[src/quaternion_to_euler_angles_core_macros.svh]
// Assertion macros used by the core's top-level RTL file.
`ifndef QUATERNION_TO_EULER_ANGLES_CORE_MACROS_SVH
`define QUATERNION_TO_EULER_ANGLES_CORE_MACROS_SVH

`ifndef ASSERT_OFF

// same-cycle implication
`define Q2E_ASSERT_IMPL(lbl, clk, rst_n, ante, cons) \
    lbl: assert property (@(posedge clk) disable iff (!rst_n) (ante) |-> (cons)) \
        else $error("assertion failed");

// next-cycle implication
`define Q2E_ASSERT_NEXT(lbl, clk, rst_n, ante, cons) \
    lbl: assert property (@(posedge clk) disable iff (!rst_n) (ante) |=> (cons)) \
        else $error("assertion failed");

`else

`define Q2E_ASSERT_IMPL(lbl, clk, rst_n, ante, cons)
`define Q2E_ASSERT_NEXT(lbl, clk, rst_n, ante, cons)

`endif

`endif

[src/q2e_pkg.sv]
package q2e_pkg;

    localparam int DEF_FRACTION_BITS = 14;
    localparam int DEF_ANGLE_BITS    = 16;

    localparam int ATAN_STEPS = 30;
    localparam int NORM_STEPS = 6;
    localparam int SQRT_STEPS = 32;

    // prep + normalise + vectoring + final add
    localparam int LAT_ATAN = 1 + NORM_STEPS + ATAN_STEPS + 1;
    localparam int LAT_SQRT = SQRT_STEPS;

    typedef logic signed [63:0] t_wide;
    typedef logic [31:0]        t_angle;

    localparam t_angle QTR_POS = 32'h4000_0000;
    localparam t_angle QTR_NEG = 32'hC000_0000;

    // atan(2^-i) in units of 2^32 per turn
    localparam t_angle ATAN_TAB [ATAN_STEPS] = '{
        32'h20000000, 32'h12E4051D, 32'h09FB385B, 32'h051111D4, 32'h028B0D43,
        32'h0145D7E1, 32'h00A2F61E, 32'h00517C55, 32'h0028BE53, 32'h00145F2E,
        32'h000A2F98, 32'h000517CC, 32'h00028BE6, 32'h000145F3, 32'h0000A2F9,
        32'h0000517C, 32'h000028BE, 32'h0000145F, 32'h00000A2F, 32'h00000517,
        32'h0000028B, 32'h00000145, 32'h000000A2, 32'h00000051, 32'h00000028,
        32'h00000014, 32'h0000000A, 32'h00000005, 32'h00000002, 32'h00000001
    };

endpackage

[src/q2e_isqrt.sv]
module q2e_isqrt (
    input  logic            i_clk,
    input  logic            i_en,
    input  logic [63:0]     i_radicand,
    output q2e_pkg::t_angle o_root
);
    import q2e_pkg::*;

    logic [63:0] r_v [SQRT_STEPS];
    logic [63:0] r_r [SQRT_STEPS];

    // one result bit per stage, trial bit 4^(31-j)
    for (genvar j = 0; j < SQRT_STEPS; j++) begin : g_step
        localparam logic [63:0] BIT = 64'd1 << (62 - 2 * j);
        logic [63:0] v_in, r_in, trial;
        logic [63:0] n_v, n_r;

        if (j == 0) begin : g_first
            assign v_in = i_radicand;
            assign r_in = '0;
        end else begin : g_rest
            assign v_in = r_v[j-1];
            assign r_in = r_r[j-1];
        end

        assign trial = r_in + BIT;

        always_comb begin
            if (v_in >= trial) begin
                n_v = v_in - trial;
                n_r = (r_in >> 1) + BIT;
            end else begin
                n_v = v_in;
                n_r = r_in >> 1;
            end
        end

        always_ff @(posedge i_clk) begin
            if (i_en) begin
                r_v[j] <= n_v;
                r_r[j] <= n_r;
            end
        end
    end

    assign o_root = r_r[SQRT_STEPS-1][31:0];

endmodule

[config.mk]
export PLATFORM = sky130hd
export DESIGN_NAME = q2e_isqrt
export DESIGN_NICKNAME = d
export VERILOG_FILES = /design/src/quaternion_to_euler_angles_core_macros.svh /design/src/q2e_pkg.sv /design/src/q2e_isqrt.sv
export SDC_FILE = /design/constraint.sdc
export NUM_CORES = 2
export LEC_CHECK = 0
export BUFFER_PORTS_ARGS = -buffer_cell sky130_fd_sc_hd__buf_2
export CORE_MARGIN = 5
export CORE_UTILIZATION = 39
export DETAILED_ROUTE_END_ITERATION = 8
export SLEW_MARGIN = 30
export SYNTH_ARGS = -nofsm -noshare
export SYNTH_HDL_FRONTEND = slang
export SYNTH_SLANG_ARGS = --single-unit
[constraint.sdc]
create_clock -name i_clk -period 4.3 [get_ports i_clk]
set_input_delay 0.215 -clock i_clk [delete_from_list [all_inputs] [get_ports i_clk]]
set_output_delay 0.215 -clock i_clk [all_outputs]
set_load 0.02 [all_outputs]
==> results.toml <==
[outcome]
outcome = "finished, final reports clean"

[yosys]
ys_seq_elements = 2512
synth_ff_type = "edfxtp_1"
synth_edf_count = 2512
avgSynthCellArea_sq_um = 12.6
ys_seq_area_frac = 0.628
synthesis.nets = 10100
yosysWarnings = 0
ys_async_sr_fraction = 0
netlist_area_sq_um = 120000
syn_inst = 9507
yosysUniqueCellTypes = 97

[final_layout]
seq_area_sq_um = 75400
final_cell_mix = "2512 x edfxtp_1, 686 x inv_1, 668 x nor2_1"
fill_cells = 27300
multi_input_area_sq_um = 41500
design_area_sq_um = 136000
synthToLayoutAreaGrowth_pct = 13.5
layout-drive-gt1-share = 0.0876
final_util = 0.445
final_common_cell = "edfxtp_1"
nNetsFinal = 10600

[placed_design]
gp_congestion = 0.960
io_buffers = 97
hpwl_mm = 234
post_dp_cell_area_sq_um = 127000

[floorplan]
die_width_microns = 565
core_sq_um = 306000
initial_utilization = 0.392
num_rows = 203
io_pins = 98
dieArea_sq_um = 319000
die_h_microns = 565

[power]
power_density_nw_per_um2 = 530
p_leak_nw = 51.1
ir_drop_uv = 403
totalPowerFinal_mw = 72.2

[sta]
period_needed_ns = 4.13
min_period_over_period = 0.961
rsz0062_at_grt = "false"
setup_viol = 0
hold_viol = 0
slew_viol_final = 0
worst_slew_margin_rel = 0.290
fin_skew_ns = 0.0467
fmax_mhz = 242
worstMarginPinSlew_ns = 1.07
fin_setup_tns_ns = 0

[route]
firstDrtPassIters = 6
drc = 0
drt-initial-drc-count = 5417
wl_per_cell_microns = 21.4
vias = 76500
ant_nets = 0
viasPerCell = 5.35
wirelength_mm = 306

[clock_tree]
clkTransAtPathRegs_ns = 0.06
cts_sinks = 2512
h-tree-depth = 5
cts_made_buffers = 276
cts_buffer_depth = 4
cts_root_buf = "clkbuf_16"
clk_latency_ns = 0.85
tritoncts = "done"

[worst_setup_path]
startpoint_type = "register"
path_class = "reg -> reg"
cp.arrival_ns = 4.67
crit_fanout = 8
critical_path_required_ns = 4.84
end_kind = "register"

[global_route]
grt_overflow = 0
track_usage = 0.187
grt_pass1_wl_mm = 462
antenna_found_initial = 2
grt_pass1_vias = 78100
grt_max_degree = 171

[hold_path]
hold_path.class = "in -> reg"

[run]
cap_viol_max_count = 0
final cells by class:
type,count,area share
Sequential cell,2512,0.553
Multi-Input combinational cell,6120,0.304
Clock buffer,333,0.0535
Tap cell,4100,0.0376
Timing Repair Buffer,408,0.0236
Inverter,689,0.0190
Clock inverter,138,0.00873
Antenna cell,4,0.0000734
stage by stage:
| step | setup slack (ns) | instances | hold slack (ns) |
|---|---|---|---|
| 2_1_floorplan | 0.743 | 9507 | 0.314 |
| 3_3_place_gp | -0.546 | 13800 | 0.410 |
| 3_5_place_dp | -0.211 | 13800 | 0.409 |
| 4_1_cts | 0.00955 | 14300 | 0.0182 |
| 5_1_grt | 0.000283 | 14300 | 0.0508 |
| 6_report | 0.166 | 14300 | 0.0920 |
cell families after synthesis:
family / share of synthesized area
muxes: 0.00934
DFF: 0.628
xor gates and xnor gates: 0.0646
AOI/OAI and AO/OA: 0.0925
buffers and inverters: 0.0275
and+or+nand+nor: 0.119
adders and majority gates: 0.0582
layer usage:
layer  track usage  vias to the layer above  share of wire
met2         0.365                     1899           0.55
li1              -                    36600              -
met5             0                        -              0
met4         0.108                        0          0.067
met3        0.0201                      746          0.032
met1         0.191                    37300           0.35
synth_stat cells (all sizes together), types with 25 or more instances:
cell    instances  area share
and3           46      0.0024
nand2         580       0.018
inv           688       0.022
xor2          398       0.029
nand3b         34      0.0021
nand4b         27      0.0020
nor4b          46      0.0035
buf            26     0.00099
a21o          249       0.016
nor3          255       0.011
a211oi         40      0.0026
edfxtp       2512        0.63
nand2b        108      0.0056
o211ai         42      0.0027
o31ai          33      0.0021
ha            558       0.058
nand3         148      0.0063
nor2b          71      0.0037
nor3b          25      0.0016
a21oi         634       0.026
or3            89      0.0047
nor2          671       0.021
nand4         157      0.0082
mux2           96      0.0090
o21a          100      0.0063
and2           28      0.0015
a31oi          50      0.0026
nor4          349       0.018
o21bai         49      0.0031
o21ai         403       0.017
xnor2         488       0.036
or2            36      0.0019
clkbuf        160      0.0050
or4            71      0.0045
worst max-delay path, stage by stage (launching register included):
cell      delay, ns
edfxtp_1       0.41
inv_1          0.06
ha_1           0.29
or4b_2         0.78
nor4_2         0.41
nand4_1        0.32
and3_1         0.33
nand2_1        0.08
a21o_2         0.10
nand2b_1       0.24
nand3b_1       0.41
buf_4          0.23
nor2_1         0.12
xor2_1         0.08
sequential cells by signal, indices dropped and copies added (netlist names):
name  count
r_r     528
r_v    1984
where the power goes:
| part | switching [mW] | internal [mW] |
|---|---|---|
| logic | 9.18 | 6.62 |
| registers | 2.78 | 31.2 |
| clock network | 9.31 | 13.2 |
worst paths after layout:
check	start	endpoint	slack, ns	depth (start not counted)
max	r_r[1][676]	r_v[1][757]	0.17	13
min	i_radicand[57]	r_v[0][57]	0.09	2
max reg2reg	r_r[1][676]	r_v[1][757]	0.17	13
min reg2reg	r_v[0][914]	r_v[0][978]	0.43	0
what timing repair did:
action                                 4_1_cts  5_1_grt
resized for setup                            2       12
setup endpoints to repair                   17       58
cloned                                       0        0
hold buffers                                66        0
setup buffers                                0        1
endpoints found under the hold margin       86        0
Note: power is estimated with default switching activity, not from simulation.
